`config.mk`:
```
export PLATFORM = sky130hd
export DESIGN_NAME = dual_servo_ramp_with_timeout_core_flat
export DESIGN_NICKNAME = d
export VERILOG_FILES = /design/src/rtl/dsrt_pkg.sv /design/src/rtl/dsrt_if.sv /design/src/rtl/dsrt_core.sv /design/src/rtl/dsrt_duty.sv /design/src/rtl/dual_servo_ramp_with_timeout_core.sv /design/src/flat_wrapper.sv
export SDC_FILE = /design/constraint.sdc
export NUM_CORES = 2
export LEC_CHECK = 0
export ABC_CLOCK_PERIOD_IN_PS = 8900
export BUFFER_PORTS_ARGS = -buffer_cell sky130_fd_sc_hd__buf_2
export CELL_PAD_IN_SITES_DETAIL_PLACEMENT = 0
export CELL_PAD_IN_SITES_GLOBAL_PLACEMENT = 1
export CORE_ASPECT_RATIO = 0.8
export CORE_MARGIN = 5
export CORE_UTILIZATION = 25
export DETAILED_ROUTE_END_ITERATION = 12
export PLACE_DENSITY = 0.59
export SLEW_MARGIN = 25
export SYNTH_ARGS = -nofsm -noshare
export SYNTH_HDL_FRONTEND = slang
export SYNTH_SLANG_ARGS = --single-unit
```
`constraint.sdc`:
```
create_clock -name clk -period 8.9 [get_ports clk]
set_input_delay 2.67 -clock clk [delete_from_list [all_inputs] [get_ports clk]]
set_output_delay 2.67 -clock clk [all_outputs]
set_load 0.05 [all_outputs]
```
`src/rtl/dsrt_pkg.sv`:
```
`timescale 1ns / 1ps
`default_nettype none
// ----------------------------------------------------------------------------
// dsrt_pkg: shared types and constants for the dual servo ramp
// Speed type, the stage-one result record, command codes and the
// fixed-point constants of the pulse-width mapping.
// ----------------------------------------------------------------------------
package dsrt_pkg;

  typedef logic signed [8:0] speed_t;

  // Command codes carried in the input item
  localparam logic CMD_SET  = 1'b0;
  localparam logic CMD_TICK = 1'b1;

  // Configuration register indexes
  localparam logic [1:0] CFG_TIMEOUT   = 2'd0;
  localparam logic [1:0] CFG_STEP_LOW  = 2'd1;
  localparam logic [1:0] CFG_STEP_HIGH = 2'd2;

  // Configuration reset values
  localparam logic [15:0] TIMEOUT_RST   = 16'd50;
  localparam logic [31:0] STEP_LOW_RST  = 32'd201852163;
  localparam logic [31:0] STEP_HIGH_RST = 32'd504960015;

  // Bucket index is |speed| >> BUCKET_SHIFT, capped at the last bucket
  localparam int unsigned BUCKET_SHIFT = 5;

  localparam speed_t SPEED_MAX = 9'sd255;
  localparam speed_t SPEED_MIN = -9'sd255;

  // Pulse mapping: us = (s + 255) * 2000 / 510, i.e. x * 200 / 51
  localparam logic [7:0]  US_SCALE   = 8'd200;
  localparam logic [18:0] RECIP_51   = 19'd328966;   // ceil(2^24 / 51)
  localparam int unsigned RECIP_51_SH = 24;
  localparam logic [11:0] US_MIN     = 12'd500;
  localparam logic [11:0] US_MAX     = 12'd2500;

  // Duty: us * 16383 / 20000 = ((us * 16383) >> 5) / 625
  localparam logic [20:0] RECIP_625  = 21'd1717987;  // ceil(2^30 / 625)
  localparam int unsigned RECIP_625_SH = 30;

  typedef struct packed {
    logic   vld;
    speed_t speed_l;
    speed_t speed_r;
    logic   timed;
  } dsrt_res_t;

endpackage
`default_nettype wire

```
`src/rtl/dsrt_if.sv`:
```
`timescale 1ns / 1ps
`default_nettype none
// ----------------------------------------------------------------------------
// dsrt_if: valid/ready channels of the dual servo ramp
// Input item channel (command and two requests) and result channel
// (two pin duty words and the timeout flag).
// ----------------------------------------------------------------------------
interface dsrt_in_if;
  logic               valid;
  logic               ready;
  logic               command;
  logic signed [15:0] left_request;
  logic signed [15:0] right_request;

  modport source (output valid, command, left_request, right_request, input ready);
  modport sink   (input valid, command, left_request, right_request, output ready);
endinterface

interface dsrt_out_if;
  logic        valid;
  logic        ready;
  logic [10:0] left_pin_duty;
  logic [10:0] right_pin_duty;
  logic        timed_out;

  modport source (output valid, left_pin_duty, right_pin_duty, timed_out, input ready);
  modport sink   (input valid, left_pin_duty, right_pin_duty, timed_out, output ready);
endinterface
`default_nettype wire

```
`src/rtl/dsrt_core.sv`:
```
`timescale 1ns / 1ps
`default_nettype none
// ----------------------------------------------------------------------------
// dsrt_core: goal, speed and watchdog state of the dual servo ramp
// Applies one item per enabled cycle and loads the new speed pair into the
// stage-one result register on a tick, while armed, when it differs from the last applied pair.
// ----------------------------------------------------------------------------
module dsrt_core (
  input  wire                     clk,
  input  wire                     rst_n,
  input  wire                     cfg_we,
  input  wire  [1:0]              cfg_index,
  input  wire  [31:0]             cfg_data,
  input  wire                     item_fire,
  input  wire                     item_command,
  input  wire  signed [15:0]      item_left,
  input  wire  signed [15:0]      item_right,
  input  wire                     res_take,
  output dsrt_pkg::dsrt_res_t     res
);
  import dsrt_pkg::*;

  logic [15:0] timeout_r;
  logic [31:0] step_low_r;
  logic [31:0] step_high_r;

  speed_t      goal_l_r, goal_l_nxt;
  speed_t      goal_r_r, goal_r_nxt;
  speed_t      speed_l_r, speed_l_nxt;
  speed_t      speed_r_r, speed_r_nxt;
  logic [15:0] idle_r, idle_nxt;
  logic        armed_r, armed_nxt;
  speed_t      appl_l_r, appl_l_nxt;
  speed_t      appl_r_r, appl_r_nxt;
  logic        appl_vld_r, appl_vld_nxt;
  dsrt_res_t   res_r, res_nxt;

  function automatic speed_t clamp_req(input logic signed [15:0] v);
    if (v > 16'sd255) begin
      return SPEED_MAX;
    end
    if (v < -16'sd255) begin
      return SPEED_MIN;
    end
    return speed_t'(v[8:0]);
  endfunction

  function automatic speed_t ramp(input speed_t spd, input speed_t goal,
                                  input logic [63:0] tbl);
    logic [7:0]         mag;
    logic [7:0]         bkt;
    logic [2:0]         idx;
    logic [7:0]         st;
    logic signed [10:0] up;
    logic signed [10:0] dn;
    speed_t             nxt;
    mag = spd[8] ? 8'(-spd) : spd[7:0];
    bkt = mag >> BUCKET_SHIFT;
    idx = (bkt > 8'd7) ? 3'd7 : bkt[2:0];
    st  = tbl[{idx, 3'b000} +: 8];
    up  = 11'(spd) + $signed({3'b000, st});
    dn  = 11'(spd) - $signed({3'b000, st});
    nxt = spd;
    if (spd < goal) begin
      nxt = (up > 11'(goal)) ? goal : speed_t'(up[8:0]);
    end else if (spd > goal) begin
      nxt = (dn < 11'(goal)) ? goal : speed_t'(dn[8:0]);
    end
    return nxt;
  endfunction

  // Configuration registers; the user must write them only while the block is idle (not enforced here)
  always_ff @(posedge clk) begin
    if (!rst_n) begin
      timeout_r   <= TIMEOUT_RST;
      step_low_r  <= STEP_LOW_RST;
      step_high_r <= STEP_HIGH_RST;
    end else if (cfg_we) begin
      unique case (cfg_index)
        CFG_TIMEOUT:   timeout_r   <= cfg_data[15:0];
        CFG_STEP_LOW:  step_low_r  <= cfg_data;
        CFG_STEP_HIGH: step_high_r <= cfg_data;
        default: ;
      endcase
    end
  end

  always_comb begin
    logic        timed;
    logic [15:0] idle_inc;
    speed_t      gl;
    speed_t      gr;
    speed_t      sl;
    speed_t      sr;
    goal_l_nxt   = goal_l_r;
    goal_r_nxt   = goal_r_r;
    speed_l_nxt  = speed_l_r;
    speed_r_nxt  = speed_r_r;
    idle_nxt     = idle_r;
    armed_nxt    = armed_r;
    appl_l_nxt   = appl_l_r;
    appl_r_nxt   = appl_r_r;
    appl_vld_nxt = appl_vld_r;
    res_nxt      = res_r;
    if (res_take) begin
      res_nxt.vld = 1'b0;
    end

    idle_inc = (idle_r == 16'hFFFF) ? idle_r : idle_r + 16'd1;
    timed    = idle_inc > timeout_r;
    gl       = timed ? '0 : goal_l_r;
    gr       = timed ? '0 : goal_r_r;
    sl       = ramp(speed_l_r, gl, {step_high_r, step_low_r});
    sr       = ramp(speed_r_r, gr, {step_high_r, step_low_r});

    if (item_fire) begin
      if (item_command == CMD_SET) begin
        goal_l_nxt = clamp_req(item_left);
        goal_r_nxt = clamp_req(item_right);
        armed_nxt  = 1'b1;
        idle_nxt   = '0;
      end else if (armed_r) begin
        idle_nxt    = idle_inc;
        goal_l_nxt  = gl;
        goal_r_nxt  = gr;
        // Disarm on the pre-ramp speeds
        if (timed && speed_l_r == '0 && speed_r_r == '0) begin
          armed_nxt = 1'b0;
        end
        speed_l_nxt = sl;
        speed_r_nxt = sr;
        if (!(appl_vld_r && sl == appl_l_r && sr == appl_r_r)) begin
          appl_l_nxt      = sl;
          appl_r_nxt      = sr;
          appl_vld_nxt    = 1'b1;
          res_nxt.vld     = 1'b1;
          res_nxt.speed_l = sl;
          res_nxt.speed_r = sr;
          res_nxt.timed   = timed;
        end
      end
    end
  end

  always_ff @(posedge clk) begin
    if (!rst_n) begin
      goal_l_r   <= '0;
      goal_r_r   <= '0;
      speed_l_r  <= '0;
      speed_r_r  <= '0;
      idle_r     <= '0;
      armed_r    <= 1'b0;
      appl_l_r   <= '0;
      appl_r_r   <= '0;
      appl_vld_r <= 1'b0;
      res_r      <= '0;
    end else begin
      goal_l_r   <= goal_l_nxt;
      goal_r_r   <= goal_r_nxt;
      speed_l_r  <= speed_l_nxt;
      speed_r_r  <= speed_r_nxt;
      idle_r     <= idle_nxt;
      armed_r    <= armed_nxt;
      appl_l_r   <= appl_l_nxt;
      appl_r_r   <= appl_r_nxt;
      appl_vld_r <= appl_vld_nxt;
      res_r      <= res_nxt;
    end
  end

  assign res = res_r;

endmodule
`default_nettype wire

```
`src/rtl/dsrt_duty.sv`:
```
`timescale 1ns / 1ps
`default_nettype none
// ----------------------------------------------------------------------------
// dsrt_duty: speed-to-duty mapping pipeline
// Stage two turns each speed into a pulse width in microseconds, the output
// stage scales the width to an 11-bit PWM duty word (16383 full scale) at 50 Hz.
// ----------------------------------------------------------------------------
module dsrt_duty (
  input  wire                     clk,
  input  wire                     rst_n,
  input  wire dsrt_pkg::dsrt_res_t res,
  output logic                    res_take,
  input  wire                     out_ready,
  output logic                    out_valid,
  output logic [10:0]             out_left_duty,
  output logic [10:0]             out_right_duty,
  output logic                    out_timed
);
  import dsrt_pkg::*;

  logic        s2_vld_r, s2_vld_nxt;
  logic [11:0] s2_us_l_r;
  logic [11:0] s2_us_r_r;
  logic        s2_timed_r;
  logic        o_vld_r, o_vld_nxt;
  logic [10:0] o_duty_l_r;
  logic [10:0] o_duty_r_r;
  logic        o_timed_r;
  logic        adv_o;
  logic        adv_s2;
  logic [10:0] q_l;
  logic [10:0] q_r;
  logic [10:0] duty_l;
  logic [10:0] duty_r;

  // floor((s + 255) * 200 / 51) by reciprocal, exact for the speed range
  function automatic logic [10:0] us_offset(input speed_t s);
    logic [9:0]  x;
    logic [17:0] n;
    logic [36:0] p;
    x = 10'(11'(s) + 11'sd255);
    n = 18'(x) * 18'(US_SCALE);
    p = 37'(n) * 37'(RECIP_51);
    return p[RECIP_51_SH +: 11];
  endfunction

  // floor(us * 16383 / 20000) by shift-subtract and reciprocal
  function automatic logic [10:0] width_to_duty(input logic [11:0] us);
    logic [25:0] n;
    logic [20:0] ns;
    logic [41:0] p;
    n  = {us, 14'b0} - 26'(us);
    ns = n[25:5];
    p  = 42'(ns) * 42'(RECIP_625);
    return p[RECIP_625_SH +: 11];
  endfunction

  assign adv_o    = !o_vld_r || out_ready;
  assign adv_s2   = !s2_vld_r || adv_o;
  assign res_take = adv_s2;

  // Channels swap: left pin follows right speed, right pin is inverted
  assign q_l = us_offset(res.speed_r);
  assign q_r = us_offset(res.speed_l);

  assign duty_l = width_to_duty(s2_us_l_r);
  assign duty_r = width_to_duty(s2_us_r_r);

  assign s2_vld_nxt = adv_s2 ? res.vld : s2_vld_r;
  assign o_vld_nxt  = adv_o ? s2_vld_r : o_vld_r;

  always_ff @(posedge clk) begin
    if (!rst_n) begin
      s2_vld_r <= 1'b0;
      o_vld_r  <= 1'b0;
    end else begin
      s2_vld_r <= s2_vld_nxt;
      o_vld_r  <= o_vld_nxt;
    end
  end

  always_ff @(posedge clk) begin
    if (adv_s2 && res.vld) begin
      s2_us_l_r  <= US_MIN + 12'(q_l);
      s2_us_r_r  <= US_MAX - 12'(q_r);
      s2_timed_r <= res.timed;
    end
    if (adv_o && s2_vld_r) begin
      o_duty_l_r <= duty_l;
      o_duty_r_r <= duty_r;
      o_timed_r  <= s2_timed_r;
    end
  end

  assign out_valid      = o_vld_r;
  assign out_left_duty  = o_duty_l_r;
  assign out_right_duty = o_duty_r_r;
  assign out_timed      = o_timed_r;

endmodule
`default_nettype wire

```
`src/rtl/dual_servo_ramp_with_timeout_core.sv`:
```
`timescale 1ns / 1ps
`default_nettype none
// ----------------------------------------------------------------------------
// dual_servo_ramp_with_timeout_core: two-channel servo slew limiter
// Ramps two servo speeds toward commanded targets with a command watchdog
// and emits swapped, one-side-inverted PWM duty words on every change.
// ----------------------------------------------------------------------------
// Usage:
//   in_ch   valid/ready item channel. command = set carries two requests
//           (clamped to -255..255) and rearms the watchdog; command = tick
//           is one 10 ms control step.
//   out_ch  valid/ready result channel: left/right pin duty words and the
//           timed_out flag. Only an armed tick whose speed pair differs from the
//           last pair sent (or is the first since reset) transfers; sets never do.
//   cfg_*   write-only registers: timeout, step table low and high words.
//           Write only while no item is in flight.
// Path: an input transfer passes the input register, the state update, the
//   pulse-width stage and the duty stage before out_ch.valid rises for its result.
// Throughput: one item per cycle while out_ch.ready is high; the state update
//   is a loop through the speed and goal registers.
// Reset: synchronous; rst_n low at a clock edge clears the state, disarms the
//   block and restores the register defaults. No clearing pass is needed.
// Stall: when out_ch.ready is low the pipeline fills and in_ch.ready drops
//   only once every stage holds a waiting item; no transfer is lost.
// ----------------------------------------------------------------------------
module dual_servo_ramp_with_timeout_core (
  input  wire         clk,
  input  wire         rst_n,
  dsrt_in_if.sink     in_ch,
  dsrt_out_if.source  out_ch,
  input  wire         cfg_we,
  input  wire  [1:0]  cfg_index,
  input  wire  [31:0] cfg_data
);
  import dsrt_pkg::*;

  // Input register
  logic               in_vld_r, in_vld_nxt;
  logic               in_cmd_r;
  logic signed [15:0] in_left_r;
  logic signed [15:0] in_right_r;

  logic      adv_in;
  logic      res_take;
  dsrt_res_t res;

  // Advance the input register when the stage-one result slot frees up
  assign adv_in      = !res.vld || res_take;
  assign in_ch.ready = !in_vld_r || adv_in;
  assign in_vld_nxt  = in_ch.ready ? in_ch.valid : in_vld_r;

  always_ff @(posedge clk) begin
    if (!rst_n) begin
      in_vld_r <= 1'b0;
    end else begin
      in_vld_r <= in_vld_nxt;
    end
  end

  // Capture the payload on each input transfer
  always_ff @(posedge clk) begin
    if (in_ch.valid && in_ch.ready) begin
      in_cmd_r   <= in_ch.command;
      in_left_r  <= in_ch.left_request;
      in_right_r <= in_ch.right_request;
    end
  end

  dsrt_core u_core (
    .clk          (clk),
    .rst_n        (rst_n),
    .cfg_we       (cfg_we),
    .cfg_index    (cfg_index),
    .cfg_data     (cfg_data),
    .item_fire    (in_vld_r && adv_in),
    .item_command (in_cmd_r),
    .item_left    (in_left_r),
    .item_right   (in_right_r),
    .res_take     (res_take),
    .res          (res)
  );

  dsrt_duty u_duty (
    .clk            (clk),
    .rst_n          (rst_n),
    .res            (res),
    .res_take       (res_take),
    .out_ready      (out_ch.ready),
    .out_valid      (out_ch.valid),
    .out_left_duty  (out_ch.left_pin_duty),
    .out_right_duty (out_ch.right_pin_duty),
    .out_timed      (out_ch.timed_out)
  );

endmodule
`default_nettype wire
```
`src/flat_wrapper.sv`:
```
// flat-port wrapper written by rule: the top's interface ports become plain ports
module dual_servo_ramp_with_timeout_core_flat import dsrt_pkg::*;
  (clk, rst_n, cfg_we, cfg_index, cfg_data, in_ch_valid, in_ch_command, in_ch_left_request, in_ch_right_request, in_ch_ready, out_ch_valid, out_ch_left_pin_duty, out_ch_right_pin_duty, out_ch_timed_out, out_ch_ready);
  dsrt_in_if in_ch_i ();
  dsrt_out_if out_ch_i ();
  input  wire clk;
  input  wire rst_n;
  input  wire cfg_we;
  input  wire  [1:0] cfg_index;
  input  wire  [31:0] cfg_data;
  input wire logic [$bits(in_ch_i.valid)-1:0] in_ch_valid;
  input wire logic [$bits(in_ch_i.command)-1:0] in_ch_command;
  input wire logic [$bits(in_ch_i.left_request)-1:0] in_ch_left_request;
  input wire logic [$bits(in_ch_i.right_request)-1:0] in_ch_right_request;
  output wire logic [$bits(in_ch_i.ready)-1:0] in_ch_ready;
  output wire logic [$bits(out_ch_i.valid)-1:0] out_ch_valid;
  output wire logic [$bits(out_ch_i.left_pin_duty)-1:0] out_ch_left_pin_duty;
  output wire logic [$bits(out_ch_i.right_pin_duty)-1:0] out_ch_right_pin_duty;
  output wire logic [$bits(out_ch_i.timed_out)-1:0] out_ch_timed_out;
  input wire logic [$bits(out_ch_i.ready)-1:0] out_ch_ready;
  assign in_ch_i.valid = in_ch_valid;
  assign in_ch_i.command = in_ch_command;
  assign in_ch_i.left_request = in_ch_left_request;
  assign in_ch_i.right_request = in_ch_right_request;
  assign in_ch_ready = in_ch_i.ready;
  assign out_ch_valid = out_ch_i.valid;
  assign out_ch_left_pin_duty = out_ch_i.left_pin_duty;
  assign out_ch_right_pin_duty = out_ch_i.right_pin_duty;
  assign out_ch_timed_out = out_ch_i.timed_out;
  assign out_ch_i.ready = out_ch_ready;
  dual_servo_ramp_with_timeout_core u_core (.clk(clk), .rst_n(rst_n), .in_ch(in_ch_i), .out_ch(out_ch_i), .cfg_we(cfg_we), .cfg_index(cfg_index), .cfg_data(cfg_data));
endmodule
```
# ---- Word level (Yosys, flattened, before mapping)
# Index checks and enable logic that the tools add are counted.
dict set report classes {
  n_eq_ne 6
  mul 6
  bitwise 1
  order_cmp 15
  muxes 51
  reduce_logical 25
  n_shift 2
  add_sub_neg 13
}
# cell count
set op_table {}
lappend op_table {{$mux W9} 22}
lappend op_table {{$shiftx A64 B7 Y8} 2}
lappend op_table {{$mul A21 B21 Y41 const B} 2}
lappend op_table {{$mux W20} 4}
lappend op_table {{$mul A15 B18 Y31 const B} 2}
lappend op_table {{$sub A26 B12 Y26} 2}
lappend op_table {{$mux W16} 3}
lappend op_table {{$gt A16 B9 Y1 const B} 2}
lappend op_table {{$lt A16 B9 Y1 const B} 2}
lappend op_table {{$mul A10 B5 Y15 const B} 2}
lappend op_table {{$add A9 B9 Y10} 2}
lappend op_table {{$add A9 B9 Y10 const B} 2}
lappend op_table {{$gt A10 B9 Y1} 2}
lappend op_table {{$lt A10 B9 Y1} 2}
lappend op_table {{$sub A9 B9 Y10} 2}
lappend op_table {{$eq A9 B9 Y1} 2}
lappend op_table {{$gt A9 B9 Y1} 2}
lappend op_table {{$logic_not A9 Y1} 2}
lappend op_table {{$lt A9 B9 Y1} 2}
lappend op_table {{$mux W1} 18}
lappend op_table {{$add A16 B1 Y16 const B} 1}
lappend op_table {{$eq A16 B16 Y1 const B} 1}
lappend op_table {{$gt A16 B16 Y1} 1}
lappend op_table {{$mux W8} 2}
lappend op_table {{other kinds (16)} 35}
dict set report word_totals {
  inputBits 72
  reg_bits 238
  word_cells 145
}

# ---- Logic depth before layout (Yosys ltp)
dict set report logic_depth {
  depth_word 17
  mapped_depth 44
  depth_no_buf 44
}

# ---- Cells and area by module
# Synthesis repeated with hierarchy kept, for this count alone.
dict set report hier_totals {
  cells_unflattened 4120
  hier_area_um2 38365.5
}
# module instances cells_per_inst area_each_um2 seq_area_each_um2
set modules_own_cells {}
lappend modules_own_cells {dsrt_duty 1 2479 24855.1 1481.4}
lappend modules_own_cells {dsrt_core 1 1601 12444.4 3083.0}
lappend modules_own_cells {dual_servo_ramp_with_timeout_core 1 40 1066.0 1011.0}

# ---- Worst setup path before layout
# Ideal clock, no wire load.
dict set report synth_timing {
  kind {register to register}
  from {reg u_core.u_core.res_r (netlist bit u_core.u_core.res[10])}
  to {reg u_core.u_duty.s2_us_r_r[10] (data pin)}
  slack_ns -0.351
  synth_period_minus_slack_ns 9.251
  arrival_ns 8.983
  setup_time_ns 0.268
  path_stages_with_launch 45
  cell_sequence {dfxtp_1 inv_1 ha_1 nand3_1 or3_1 xnor2_1 ha_1 ha_1 inv_1 fa_1 inv_1 ha_1 inv_1 o21bai_1 a21oi_1 nor2_1 o21ai_0 nand2b_1 (+9 left out) fa_1 ha_1 ha_1 and4_1 and3_1 a21oi_1 a211oi_1 nor2_1 a21boi_0 inv_1 ha_1 mux2i_1 o21ai_0 nand3b_1 o2111a_1 mux2_2 a211oi_1 xor2_1}
}
dict set report synth_via {
  elab_chain_len 4
}
# item line_no
set synth_rtl {}
lappend synth_rtl {{start, declared} dsrt_core.sv:36} ;# dsrt_res_t res_r, res_nxt;
lappend synth_rtl {{start signal, assigned} dsrt_core.sv:167} ;# res_r <= res_nxt;
lappend synth_rtl {{$add A9 B9 Y10} dsrt_duty.sv:41} ;# x = 10'(11'(s) + 11'sd255);
lappend synth_rtl {{$mul A10 B5 Y15} dsrt_duty.sv:42} ;# n = 18'(x) * 18'(US_SCALE);
lappend synth_rtl {{$mul A15 B18 Y31} dsrt_duty.sv:43} ;# p = 37'(n) * 37'(RECIP_51);
lappend synth_rtl {{$sub A12 B11 Y12} dsrt_duty.sv:85} ;# s2_us_r_r <= US_MAX - 12'(q_r);
lappend synth_rtl {{end signal, assigned} dsrt_duty.sv:85}
lappend synth_rtl {{end, declared} dsrt_duty.sv:23} ;# logic [11:0] s2_us_r_r;
# No other way between the ends.
# A chain may end at the register's enable or synchronous reset.

# ---- Worst setup path in the final report
# Ends and elaborated chain as after synthesis.

==> impl_results.md <==
- Outcome: finished clean
- Layout cells sized above 1: 17.5%
- Max Slew Vio Count: 0
- Syn Nets: 5277
- Post-synthesis sequential area ratio: ~15%
- Final min period: 8850 ps
- Worst path slowest cell: fa_1
- Gr ovfl total: 0
- Worst Setup Start Kind: flip-flop
- Commonest non-fill, non-tap cell in the layout: inv_1
- Ports: just under 100
- Port Buf Inserts: 96
- Clk_lat worst skew: about 630 ps
- Synth top area cells: ha_1 26%, fa_1 22%, dfxtp_1 8.4%, inv_1 8.2%, edfxtp_1 6.5%
- Distinct cell type count after synthesis: 97
- Final setup fails: 0
- Fin crit share: approximately 100%
- CTS sink cnt: 238
- Min-delay worst type: flip-flop to flip-flop
- Iter 0 DRT Violations: around 1.4k
- Detailed Route WL: 105 mm
- Largest stage delay, worst path: just under 600 ps
- Seq cells post-synth: approximately 240
- Post-Synthesis Cells: just over 4k
- Final Skew: around 51 ps
- RD Place Congestion: between 0.8 and 0.9
- Mapped Avg Cell Area: approximately 9.3 sq um
- Post-route ant nets: 0
- CTS clk-pin slew, worst paths: ~70 ps
- Crit path arrival time: roughly 9200 ps
- Commonest non-fill, non-tap cells in the layout: 800 x inv_1, 735 x ha_1, 395 x fa_1, 339 x buf_4, 304 x nand2_1
- Worst EP required: 9250 ps
- Setup ws final: around 48 ps
- First-pass GRT wire length: 166 mm
- Placed Cells: 6347
- Max clock buf depth: 3
- Top_reg_cell synth: dfxtp_1
- Core ar.: 0.150 sq mm
- Initial core utilization: about a quarter
- Top cell type's share of synthesized area: about a quarter
- Clock root buffer: clkbuf_16
- Layout net count: roughly 5.7k
- Via count: ~29k
- DRT Pass-1 Iters: 5
- Synth area leader: ha_1
- CTS tree: yes
- Yosys synthesis warning count: 0
- Drt wl/cell: 16.3 microns
- Share of synthesized registers carrying an async set or reset: 0%
- Post-synth design cell area: about 0.038 sq mm
- Die Ht: approximately 360 microns
- Max cap viols: 0
- DRC viols: 0
- Fmax: roughly 110 MHz
- Crit end category: flip-flop
- RSZ-0062 raised after global routing: true
- Vias in the first global route: 29.3k
- Initial antenna violation count: 2
- FP Rows: 127
- Worst slew margin: approximately two fifths
- Die Width: around 440 microns
- Via-to-Cell Ratio: roughly 4.5
- Setup WS pre-CTS: -428 ps
- Num CTS Buffers: 28
- DP HPWL: 88.8 mm
- Filler cells: around 16k
- CP Max Fanout: 3
- Die area: ~0.16 sq mm
- GRT Total Usage: 13.1%
- Largest net degree at the start of global routing: between 50 and 60
- Finished Layout Cells: ~6.4k
- H-tree lvl count: 1
- Post-synth EDFFs: 81
- Area growth syn-to-layout: 19.4%
- Crit Path Category: flip-flop to flip-flop
- Fin. Hold Viols: 0
- Slew @ Worst Pin: just over 900 ps
==> layout make-up <==
| class | instances | area [sq um] | area share (%) |
|---|---|---|---|
| diodes | 1 | 2.50 | 0.00558 |
| clock buffers | 35 | 737 | 1.64 |
| clock inverters | 17 | 158 | 0.352 |
| inverters | 821 | 3090 | 6.90 |
| multi-input cells | 2872 | 29600 | 66.0 |
| flip-flops and latches | 238 | 5580 | 12.4 |
| well taps | 1999 | 2500 | 5.58 |
| repair buffers | 447 | 3200 | 7.13 |
==> flip-flops by register name (all words and copies together), names as in the netlist, 9 cells and up <==
register                      count
u_core.u_core.res                20
u_core.u_duty.out_right_duty     11
u_core.u_duty.s2_us_l_r          12
u_core.u_core.idle_r             16
u_core.u_core.goal_r_r            9
u_core.u_core.goal_l_r            9
u_core.u_duty.s2_us_r_r          12
u_core.in_right_r                16
u_core.in_left_r                 16
u_core.u_core.step_high_r        32
u_core.u_core.step_low_r         32
u_core.u_core.speed_r_r           9
u_core.u_core.speed_l_r           9
u_core.u_duty.out_left_duty      11
u_core.u_core.timeout_r          16
==> timing repair <==
action / 4_1_cts / 5_1_grt
gates resized for setup: 57 / 121
endpoints found under the setup margin: 19 / 23
setup buffers: 18 / 12
pin swaps: 80 / 115
hold buffers: 0 / 0
hold endpoints to repair: 0 / 0
==> worst max-delay path: cells and delay by family, from the launching register on <==
family / cells / cell delay, ps
mux: 2 / 350
compound gates: 11 / 2070
xor+xnor: 3 / 380
simple gates: 8 / 1380
fa+ha+maj: 11 / 3590
buf+inv: 7 / 470
flops: 1 / 320
==> path summary, 6_finish.rpt <==
| kind | from | cells after the start | slack [ps] | end |
|---|---|---|---|---|
| max reg2reg | u_core.u_core.res[10]$_SDFFE_PN0P_ | 42 | 50 | u_core.u_duty.s2_us_r_r[10]$_DFFE_PP_ |
| min reg2reg | u_core.u_duty.s2_timed_r$_DFFE_PP_ | 0 | 420 | u_core.u_duty.out_timed$_DFFE_PP_ |
| min | u_core.u_duty.s2_timed_r$_DFFE_PP_ | 0 | 420 | u_core.u_duty.out_timed$_DFFE_PP_ |
| max | u_core.u_core.res[10]$_SDFFE_PN0P_ | 42 | 50 | u_core.u_duty.s2_us_r_r[10]$_DFFE_PP_ |
==> metal layers <==
metal	track usage (%)	routed length, microns
met1	19.7	54900
met2	20.0	44100
met3	2.03	4690
met4	1.83	1320
met5	0	0
==> metrics by stage <==
step | setup TNS [ps] | hold slack, ps | area [sq um] | util, %
after floorplan | -7.45 | 400 | 37800 | -
after detailed placement | -3230 | 409 | 42900 | 28.7
after global placement | -2170 | 406 | 42800 | 28.6
after global routing | -2980 | 432 | 44800 | 30.0
final | 0 | 425 | 44800 | 30.0
after CTS | 0 | 428 | 44200 | 29.5
==> cells by family after synthesis <==
logic type,share of synthesized area [%]
compound gates,10.7
xor+xnor,4.22
fa+ha+maj,47.5
buf+inv,9.24
flops,14.8
mux,3.09
simple gates,10.5
==> synth_stat cells (9+ instances only) <==
master     number
a22oi_1        26
a31o_2          9
nand2_1       306
nor2_1        166
xnor2_1       105
nand3b_1        9
o2111ai_1      11
mux2_2         21
nand2b_1       25
nor3_1         59
nand3_1        68
inv_1         819
or2_2          13
edfxtp_1       81
fa_1          406
and3_1         10
and2_1         18
o21ai_0        84
a211oi_1       26
o21bai_1       23
mux4_2         32
or3_1          21
nor4_1         24
nand4_1        35
nor2b_1        32
o31ai_1        15
dfxtp_1       157
ha_1          775
a31oi_1        20
or4_1          11
clkbuf_1       81
xor2_1         76
o21a_1         21
a21oi_1       211
a2111oi_0      11
a21o_1         62
mux2i_1        19
o211ai_1       12
Power is left out: the tool's default activity adds up to more than one toggle a clock period on the data nets, which glitch-free logic cannot reach.
